<file path="config.mk">
export PLATFORM = sky130hd
export DESIGN_NAME = multilevel_fifo_task_scheduler
export DESIGN_NICKNAME = d
export VERILOG_FILES = /design/src/mfts_pkg.sv /design/src/mfts_pick.sv /design/src/mfts_core.sv /design/src/multilevel_fifo_task_scheduler.sv
export SDC_FILE = /design/constraint.sdc
export NUM_CORES = 1
export LEC_CHECK = 0
export ABC_CLOCK_PERIOD_IN_PS = 6200
export BUFFER_PORTS_ARGS = -buffer_cell sky130_fd_sc_hd__buf_2
export CORE_MARGIN = 4
export CORE_UTILIZATION = 60
export DETAILED_ROUTE_END_ITERATION = 12
export PLACE_DENSITY = 0.77
export SETUP_SLACK_MARGIN = 0.05
export SYNTH_ARGS = -nofsm -noshare
export SYNTH_HDL_FRONTEND = slang
export SYNTH_SLANG_ARGS = --single-unit
</file>
<file path="constraint.sdc">
create_clock -name clk_i -period 6.2 [get_ports clk_i]
set_clock_uncertainty 0.1 [all_clocks]
set_input_delay 0.31 -clock clk_i [delete_from_list [all_inputs] [get_ports clk_i]]
set_output_delay 0.31 -clock clk_i [all_outputs]
set_load 0.05 [all_outputs]
</file>
<file path="src/mfts_pkg.sv">
package mfts_pkg;

  localparam int NumTasks   = 24;
  localparam int NumLevels  = 4;
  localparam int TaskW      = 5;
  localparam int LevelW     = $clog2(NumLevels);

  localparam logic [TaskW-1:0] NullLink = 5'd31;

  typedef enum logic {
    OpAdd      = 1'b0,
    OpDispatch = 1'b1
  } op_e;

  typedef struct packed {
    op_e               op;
    logic [LevelW-1:0] level;
    logic [TaskW-1:0]  task_req;
  } item_t;

  typedef struct packed {
    logic [TaskW-1:0]  granted_task;
    logic              granted;
    logic              add_accepted;
    logic [LevelW-1:0] served_level;
    logic              wake_idle;
  } result_t;

endpackage

</file>
<file path="src/mfts_pick.sv">
module mfts_pick import mfts_pkg::*; (
  input  logic [NumLevels-1:0] head_ok_i,
  input  logic [LevelW-1:0]    scan_i,
  output logic                 found_o,
  output logic [LevelW-1:0]    level_o
);

  // first non-empty level at or after the scan start
  always_comb begin
    found_o = 1'b0;
    level_o = '0;
    for (int l = NumLevels - 1; l >= 0; l--) begin
      if (head_ok_i[l] && (LevelW'(l) >= scan_i)) begin
        found_o = 1'b1;
        level_o = LevelW'(l);
      end
    end
  end

endmodule

</file>
<file path="src/mfts_core.sv">
module mfts_core import mfts_pkg::*; #(
  parameter int NUM_TASKS  = NumTasks
) (
  input  logic    clk_i,
  input  logic    rst_ni,
  input  logic    fire_i,
  input  item_t   item_i,
  output result_t result_o
);

  localparam int TidxW = $clog2(NUM_TASKS);
  localparam logic [LevelW-1:0] Lowest  = LevelW'(NumLevels - 1);
  localparam logic [TaskW-1:0]  TaskLim = TaskW'(NUM_TASKS);

  logic [TaskW-1:0] link_q [NUM_TASKS];
  logic [TaskW-1:0] link_d [NUM_TASKS];
  logic [NUM_TASKS-1:0] pend_q, pend_d;
  logic [TaskW-1:0] head_q [NumLevels];
  logic [TaskW-1:0] head_d [NumLevels];
  logic [TaskW-1:0] tail_q [NumLevels];
  logic [TaskW-1:0] tail_d [NumLevels];
  logic [LevelW-1:0] scan_q, scan_d;
  logic [LevelW-1:0] cur_q, cur_d;

  logic [NumLevels-1:0] head_ok;
  logic                 found;
  logic [LevelW-1:0]    pick_lvl;

  logic              lv_ok, task_ok;
  logic [LevelW-1:0] lidx;
  logic [TidxW-1:0]  tidx;
  logic [TaskW-1:0]  tl;
  logic              tl_ok, lhead_ok;
  logic [TaskW-1:0]  pop_t, nx;
  logic [TidxW-1:0]  pop_idx;
  logic              nx_ok;

  logic             acc, wake, gnt;
  logic [TaskW-1:0] gtask;

  always_comb begin
    for (int l = 0; l < NumLevels; l++) begin
      head_ok[l] = head_q[l] < TaskLim;
    end
  end

  mfts_pick u_pick (
    .head_ok_i(head_ok),
    .scan_i   (scan_q),
    .found_o  (found),
    .level_o  (pick_lvl)
  );

  assign lv_ok    = 32'(item_i.level) < NumLevels;
  assign task_ok  = item_i.task_req < TaskLim;
  assign lidx     = item_i.level;
  assign tidx     = item_i.task_req[TidxW-1:0];
  assign tl       = tail_q[lidx];
  assign tl_ok    = tl < TaskLim;
  assign lhead_ok = head_q[lidx] < TaskLim;
  assign pop_t    = head_q[pick_lvl];
  assign pop_idx  = pop_t[TidxW-1:0];
  assign nx       = link_q[pop_idx];
  assign nx_ok    = nx < TaskLim;

  always_comb begin
    link_d = link_q;
    pend_d = pend_q;
    head_d = head_q;
    tail_d = tail_q;
    scan_d = scan_q;
    cur_d  = cur_q;
    acc    = 1'b0;
    wake   = 1'b0;
    gnt    = 1'b0;
    gtask  = '0;
    if (item_i.op == OpAdd) begin
      if (lv_ok && task_ok) begin
        if (!pend_q[tidx]) begin
          pend_d[tidx] = 1'b1;
          link_d[tidx] = NullLink;
          if (!tl_ok || !lhead_ok) begin
            head_d[lidx] = item_i.task_req;
          end else begin
            link_d[tl[TidxW-1:0]] = item_i.task_req;
          end
          tail_d[lidx] = item_i.task_req;
          if (lidx < scan_q) begin
            scan_d = lidx;
          end
          acc = 1'b1;
        end
        if ((lidx != Lowest) && (cur_q == Lowest)) begin
          wake = 1'b1;
        end
      end
    end else begin
      if (found) begin
        scan_d          = pick_lvl;
        cur_d           = pick_lvl;
        pend_d[pop_idx] = 1'b0;
        if (!nx_ok) begin
          head_d[pick_lvl] = NullLink;
          tail_d[pick_lvl] = NullLink;
        end else begin
          head_d[pick_lvl] = nx;
        end
        link_d[pop_idx] = NullLink;
        gtask           = pop_t;
        gnt             = 1'b1;
      end else begin
        scan_d = Lowest;
        cur_d  = Lowest;
      end
    end
  end

  always_ff @(posedge clk_i or negedge rst_ni) begin
    if (!rst_ni) begin
      for (int i = 0; i < NUM_TASKS; i++) begin
        link_q[i] <= NullLink;
      end
      for (int l = 0; l < NumLevels; l++) begin
        head_q[l] <= NullLink;
        tail_q[l] <= NullLink;
      end
      pend_q <= '0;
      scan_q <= '0;
      cur_q  <= '0;
    end else if (fire_i) begin
      link_q <= link_d;
      head_q <= head_d;
      tail_q <= tail_d;
      pend_q <= pend_d;
      scan_q <= scan_d;
      cur_q  <= cur_d;
    end
  end

  assign result_o.granted_task = gtask;
  assign result_o.granted      = gnt;
  assign result_o.add_accepted = acc;
  assign result_o.served_level = cur_d;
  assign result_o.wake_idle    = wake;

endmodule

</file>
<file path="src/multilevel_fifo_task_scheduler.sv">
// Strict-priority task scheduler, one linked FIFO per level. Takes one beat
// per clock while in_stall_o is low and returns exactly one result beat per
// input beat. An input beat is first registered; when it leaves the input
// stage the add or dispatch is applied to the head/tail pointers, the
// pending flags and the next-link table in a single update and its result
// is registered at the output. A stalled output beat holds the input stage,
// so at most two beats are in flight.
module multilevel_fifo_task_scheduler import mfts_pkg::*; #(
  parameter int NUM_TASKS  = NumTasks
) (
  input  logic              clk_i,
  input  logic              rst_ni,
  input  logic              in_valid_i,
  output logic              in_stall_o,
  input  logic              operation_i,
  input  logic [LevelW-1:0] level_i,
  input  logic [TaskW-1:0]  task_req_i,
  output logic              out_valid_o,
  input  logic              out_stall_i,
  output logic [TaskW-1:0]  granted_task_o,
  output logic              granted_o,
  output logic              add_accepted_o,
  output logic [LevelW-1:0] served_level_o,
  output logic              wake_idle_o
);

  logic    s1_valid_q, s1_valid_d;
  item_t   s1_item_q;
  logic    out_valid_q, out_valid_d;
  result_t out_q;
  result_t core_res;
  logic    out_free, s1_adv, s1_load;

  assign out_free   = !out_valid_q || !out_stall_i;
  assign s1_adv     = s1_valid_q && out_free;
  assign in_stall_o = s1_valid_q && !out_free;
  assign s1_load    = in_valid_i && !in_stall_o;

  always_comb begin
    s1_valid_d = s1_valid_q;
    if (s1_load) begin
      s1_valid_d = 1'b1;
    end else if (s1_adv) begin
      s1_valid_d = 1'b0;
    end
    out_valid_d = out_valid_q;
    if (s1_adv) begin
      out_valid_d = 1'b1;
    end else if (out_valid_q && !out_stall_i) begin
      out_valid_d = 1'b0;
    end
  end

  always_ff @(posedge clk_i or negedge rst_ni) begin
    if (!rst_ni) begin
      s1_valid_q  <= 1'b0;
      out_valid_q <= 1'b0;
    end else begin
      s1_valid_q  <= s1_valid_d;
      out_valid_q <= out_valid_d;
    end
  end

  always_ff @(posedge clk_i) begin
    if (s1_load) begin
      s1_item_q.op       <= op_e'(operation_i);
      s1_item_q.level    <= level_i;
      s1_item_q.task_req <= task_req_i;
    end
    if (s1_adv) begin
      out_q <= core_res;
    end
  end

  mfts_core #(
    .NUM_TASKS (NUM_TASKS)
  ) u_core (
    .clk_i   (clk_i),
    .rst_ni  (rst_ni),
    .fire_i  (s1_adv),
    .item_i  (s1_item_q),
    .result_o(core_res)
  );

  assign out_valid_o    = out_valid_q;
  assign granted_task_o = out_q.granted_task;
  assign granted_o      = out_q.granted;
  assign add_accepted_o = out_q.add_accepted;
  assign served_level_o = out_q.served_level;
  assign wake_idle_o    = out_q.wake_idle;

  a_stall_only_when_blocked: assert property (@(posedge clk_i) disable iff (!rst_ni)
    in_stall_o |-> (out_valid_o && out_stall_i))
    else $error("input stalled while output can drain");

  a_adv_fills_output: assert property (@(posedge clk_i) disable iff (!rst_ni)
    s1_adv |=> out_valid_o)
    else $error("advanced beat did not reach output");

  a_grant_excl: assert property (@(posedge clk_i) disable iff (!rst_ni)
    (out_valid_o && granted_o) |-> (!add_accepted_o && !wake_idle_o))
    else $error("dispatch result carries add flags");

  a_add_no_task: assert property (@(posedge clk_i) disable iff (!rst_ni)
    (out_valid_o && add_accepted_o) |-> (!granted_o && (granted_task_o == '0)))
    else $error("add result carries a granted task");

endmodule
</file>
After elaboration in Yosys (flattened, before gate mapping)
Cells that the tools add are included.

word-level totals
  register bits = 208
  latch bits = 0
  RAM bits = 0
  bits in read-only memories = 0
  bits of input ports = 12
  memories = 0

operators by class
  add/sub/neg operators = 0
  multiply operators = 0
  divide/modulo/power cells = 0
  $lt $le $gt $ge = 27
  equality and inequality tests = 5
  shifts and indexed selects = 0
  multiplexer cells = 73
  bitwise operators = 13
  reductions and logical operators = 35

operators by type and width
  kind                                                        count
  two-way mux 120 bit                                         5
  OR 120 bit                                                  2
  two-way mux 20 bit                                          11
  bitwise mux 120 bit                                         1
  two-way mux 24 bit                                          4
  demux 5 bit (select 5 bit)                                  3
  two-way mux 5 bit                                           13
  bitwise mux 20 bit                                          3
  less-than comparator 5 bit, second input constant           8
  OR 20 bit                                                   2
  binary-select mux 5 bit (select 2 bit)                      3
  binary-select mux 5 bit (select 5 bit)                      1
  bitwise AND 24 bit                                          1
  inverter 24 bit                                             1
  OR 24 bit                                                   1
  demux 5 bit (select 2 bit)                                  2
  two-way mux 2 bit                                           10
  >= comparator 6 bit, second input constant                  3
  less-than comparator 6 x 1 -> 1 bit, second input constant  3
  inverter 5 -> 6 bit                                         3
  logical AND 1 bit                                           16
  two-way mux 1 bit                                           14
  less-than comparator 5 x 6 -> 1 bit, second input constant  2
  demux 1 bit (select 5 bit)                                  2
  other kinds (19)                                            39

Depth between registers and ports, before layout
  depth in word-level cells = 18
  depth in mapped cells = 15

By module
From an unflattened synthesis, not the netlist that was laid out.

unflattened totals
  cell total of the unflattened synthesis = 968
  area total of the unflattened synthesis = 10846.7 um^2

modules (own cells, without submodules)
  module                          times used  cells an instance  area each (um^2)  seq. area each (um^2)
  mfts_core                       1           931                10138.5           4904.7
  multilevel_fifo_task_scheduler  1           26                 633.1             590.6
  mfts_pick                       1           11                 75.1              0.0

Worst setup path after synthesis
OpenSTA, ideal clock, no wires.

  path type = register to register
  from = register u_core.head_q[9] (netlist name)
  to = register u_core.head_q[6] (netlist name)
  library setup time = 0.060 ns
  arrival = 2.887 ns
  data required time = 6.040 ns
  setup slack = 3.153 ns
  stages on the path, launching flop included = 13
  path buffers = 3
  clock period less this slack = 3.047 ns
  cell sequence = dfstp_2 > a22o_1 > buf_6 > mux2_4 > a221oi_4 > buf_6 > buf_6 > mux2i_1 > o22ai_1 > a211oi_2 > o21ai_0 > a211oi_1 > a211o_1

between the ends
  longest elaborated chain between the ends = 17
  elaborated cells on any way between the ends = 36

ends and longest elaborated chain
  what                                                              line                                                 RTL
  start, declared                                                   mfts_core.sv:18                                      logic [TaskW-1:0] head_q [NumLevels];
  start signal, assigned by index                                   mfts_core.sv:124                                     head_q[l] <= NullLink;
  less-than comparator 5 bit                                        mfts_core.sv:43                                      head_ok[l] = head_q[l] < TaskLim;
  logical AND 1 bit                                                 mfts_pick.sv:13                                      if (head_ok_i[l] && (LevelW'(l) >= scan_i)) begin
  two-way mux 2 bit (3 in a row)                                    mfts_pick.sv:13
  inverter 2 -> 3 bit (not written as such)                         mfts_core.sv:61, mfts_core.sv:103, mfts_core.sv:106
  binary-select mux 5 bit (select 2 bit)                            mfts_core.sv:61                                      assign pop_t = head_q[pick_lvl];
  two-way mux 5 bit (not written as such) (2 in a row)              mfts_core.sv:61
  inverter 5 -> 6 bit (not written as such)                         mfts_core.sv:63                                      assign nx = link_q[pop_idx];
  binary-select mux 5 bit (select 5 bit)                            mfts_core.sv:63
  two-way mux 5 bit (not written as such) (2 in a row)              mfts_core.sv:63
  less-than comparator 5 bit or bitwise mux 20 bit (tied branches)  mfts_core.sv:64, mfts_core.sv:106
  two-way mux 20 bit                                                mfts_core.sv:102                                     if (!nx_ok) begin
  two-way mux 20 bit                                                mfts_core.sv:98                                      if (found) begin
  two-way mux 20 bit                                                mfts_core.sv:77                                      if (item_i.op == OpAdd) begin

Parallel ways exist; a longest one is shown, timed or not. The select of a mux whose other input is x is not followed.
A chain may end at the register's enable or synchronous reset.

Final worst setup path
  from = register u_core.head_q[8] (netlist name)
  to = register u_core.head_q[19] (netlist name)

Same word-level chain as after synthesis.

==> results.tsv <==
stage	metric	value	unit
clock_network	clk_path_buf_depth	3	
clock_network	cts-hold-fix-buffers	12	
worst_setup_path	ff2ff_setup_slack	1.45	ns
sta	fin_crit_sh	76.6	%
power	power_frac_comb	47.5	%
sta	finalCriticalPeriod	4.75	ns
worst_setup_path	cp_max_fo	23	
clock_network	path_clk_slew	0.06	ns
layout	fill_cells	1379	
grt	grt_usage	31.7	%
clock_network	cts_tree	yes	
placed_design	place_area	11200	µm²
grt	grt_pass1_wl	51.8	mm
logic_synthesis	syn_inst	1080	
sta	worst_pin_slew	1.30	ns
layout	multi_input_area	5170	µm²
logic_synthesis	synth_compound_area_share	28.6	%
grt	antenna_found_initial	0	
status	status	finished clean	
logic_synthesis	netlist_area	11100	µm²
floorplanning	dieArea	20800	µm²
layout	final_cell_area	12100	µm²
power	cellPowerDensity	635	nW/µm²
floorplanning	rows	49	
placed_design	place_hpwl	20.9	mm
worst_setup_path	startpoint	u_core.head_q[8]	
worst_setup_path	r2r_cells	10	
min_path	min_path_type	input port to asynchronous set/reset pin	
layout	seq_area	5500	µm²
layout	antenna_cells	0	
placed_design	io_buffers	23	
power	p_leak	0.00458	µW
worst_setup_path	arrival	5.09	ns
floorplanning	io_pins	24	
logic_synthesis	async_flop_share	91.3	%
sta	maxSlewViolCount	0	
logic_synthesis	yosysSeqAreaShare	49.3	%
floorplanning	core_area	18100	µm²
logic_synthesis	synth_flop_cell	dfstp_2	
sta	setup_violations	0	
drt	first_pass_iters	6	
grt	grt_overflow_total	0	
logic_synthesis	synth_mux_area_share	4.85	%
sta	fin_tns_setup	0	ns
placed_design	gp_congestion	1.02	
logic_synthesis	synthAdderAreaFrac	0.112	%
layout	layout_commonest_cell	dfstp_2	
sta	hold_slack	0.373	ns
power	power.internal	4370	µW
floorplanning	die_h	144	µm
grt	grt_max_degree	117	
drt	postRouteAntennaNets	0	
clock_network	cts.sinks	208	
clock_network	cts-root-buf	clkbuf_16	
layout	layout.nets	1087	
layout	syn_to_final_growth	8.95	%
logic_synthesis	syn_nets	1093	
power	switching_share	43.4	%
power	clockPowerShare	18.4	%
logic_synthesis	synth_edf_count	18	
layout	final_cell_mix	dfstp_2, o22a_1, nand2_1	
power	seq_power_share	34.1	%
logic_synthesis	syn_area_per_cell	10.3	µm²
clock_network	h-tree-depth	1	
clock_network	ctsResizeCount	0	
clock_network	clock_latency	0.52	ns
sta	clock.fmax	210	MHz
sta	hold_viol	0	
drt	vias	9444	
drt	drt_iter0_drc	1359	
floorplanning	die_x	144	µm
layout	drive_above_1_share	25.5	%
logic_synthesis	synth-seq-cells	208	
worst_setup_path	end_kind	flop	
sta	max_slew_margin	13.0	%
logic_synthesis	synth-xor-area-share	0	%
drt	route.detailed.drc	0	
worst_setup_path	rr_startpoint	u_core.head_q[8]	
drt	wl_per_cell	24.6	µm
worst_setup_path	critPathKind	flop to flop	
worst_setup_path	rr_endpoint	u_core.head_q[19]	
logic_synthesis	synth_cell_type_count	75	
power	vdd.ir_drop.worst	0.344	mV
logic_synthesis	synth_top_family_by_area	compound AO/OA/AOI/OAI gates	
worst_setup_path	startpoint_type	flop	
logic_synthesis	yosysWarnings	0	
clock_network	cts_buffers	23	
sta	rsz0062_at_grt	false	
grt	grt_pass1_vias	9184	
drt	viasPerCell	7.17	
layout	finish.utilization	67.1	%
layout	stdcell_count	1318	
drt	wirelength	32.5	mm
placed_design	dp_cells	1266	
job	maxCapViolCount	0	
worst_setup_path	critical_path_required	6.54	ns
clock_network	cts_setup_buffers	0	
worst_setup_path	setup.worst_path.end	u_core.head_q[19]	
floorplanning	initial_core_util	61.6	%
power	switching_power	3340	µW
logic_synthesis	synth-simple-area-share	12.8	%
cell type report:
type / instances / share of cell area [%]
multi-input cells: 776 / 42.6
flip-flops and latches: 208 / 45.3
inverters: 14 / 0.433
clock inverters: 13 / 1.41
well taps: 229 / 2.36
clock buffers: 27 / 4.95
repair buffers: 51 / 2.98
worst min-delay path by stage:
stage,end,slack [ns],cells past startpoint
2_1_floorplan,out_valid_o,-0.09,0
3_3_place_gp,u_core.tail_q[3],0.36,2
3_5_place_dp,u_core.tail_q[3],0.37,2
4_1_cts,u_core.tail_q[3],0.38,2
5_1_grt,u_core.head_q[17],0.40,1
6_report,out_valid_o,0.37,2
metal layers:
metal	routed length, µm	GRT usage, %	vias to the layer above
met2	14400	47.7	593
met1	13000	44.7	4619
met5	0	0	-
met4	1500	12.1	0
li1	-	-	4093
met3	3590	7.94	139
kinds of logic after synthesis:
| group | Yosys count |
|---|---|
| compound gates | 421 |
| fa+ha+maj | 1 |
| flops | 208 |
| buf+inv | 96 |
| simple gates | 315 |
| mux | 39 |
critical path, stage by stage (launching register included):
cell and delay (ns):
dfstp_2 0.58, a22o_1 0.37, mux2_4 0.36, a221oi_4 0.97, buf_4 0.43, nand3_1 0.13, a32oi_1 0.29, nand4_2 0.46
nand2_2 0.48, a31oi_1 0.25, o2bb2ai_1 0.22
synthesized netlist by cell type (all sizes together), types with 3 or more instances:
master	count	area [µm²]
or3	7	43.8
o221ai	5	80.1
and2	11	68.8
a221oi	7	103
nor3b	3	22.5
o21ai	13	65.1
nand3b	4	33.8
o31ai	4	35.0
a311oi	3	32.5
a211oi	20	170
o2bb2ai	5	43.8
a22o	7	61.3
a211o	6	52.6
o22a	136	1190
dfstp	160	4200
buf	28	215
mux4	11	248
nor3	21	115
mux2	7	82.6
clkbuf	54	208
nand3	20	105
a21boi	3	22.5
nor2b	8	50.1
a32oi	16	140
inv	13	48.8
a32o	3	30.0
nand2	131	497
nand2b	4	25.0
nor2	91	349
and3	11	68.8
a21o	8	60.1
dfrtp	30	751
a31oi	12	75.1
a21oi	102	514
o22ai	32	200
mux2i	21	210
a22oi	27	208
edfxtp	18	541
per-stage QoR:
stage,total power (µW),setup WS [ns]
2_1_floorplan,5310,3.15
3_3_place_gp,6070,1.77
3_5_place_dp,6160,1.63
4_1_cts,7600,1.60
5_1_grt,8090,1.26
6_report,7710,1.45
state kept, by name (all words and copies together), names as in the netlist:
register        cells
u_core.scan_q       2
s1_item_q           8
out_valid_o         1
u_core.head_q      20
served_level_o      2
u_core.link_q     120
s1_valid_q          1
add_accepted_o      1
u_core.pend_q      24
u_core.cur_q        2
granted_task_o      5
granted_o           1
wake_idle_o         1
u_core.tail_q      20
power by group through the flow:
stage / Clock (µW) / Combinational, µW / Sequential [µW]
after floorplan: 0 / 2760 / 2550
after global placement: 0 / 3460 / 2610
final: 1420 / 3660 / 2630
after detailed placement: 0 / 3530 / 2630
after global routing: 1480 / 3910 / 2690
after CTS: 1420 / 3560 / 2610
(Power assumes the default switching activity.)
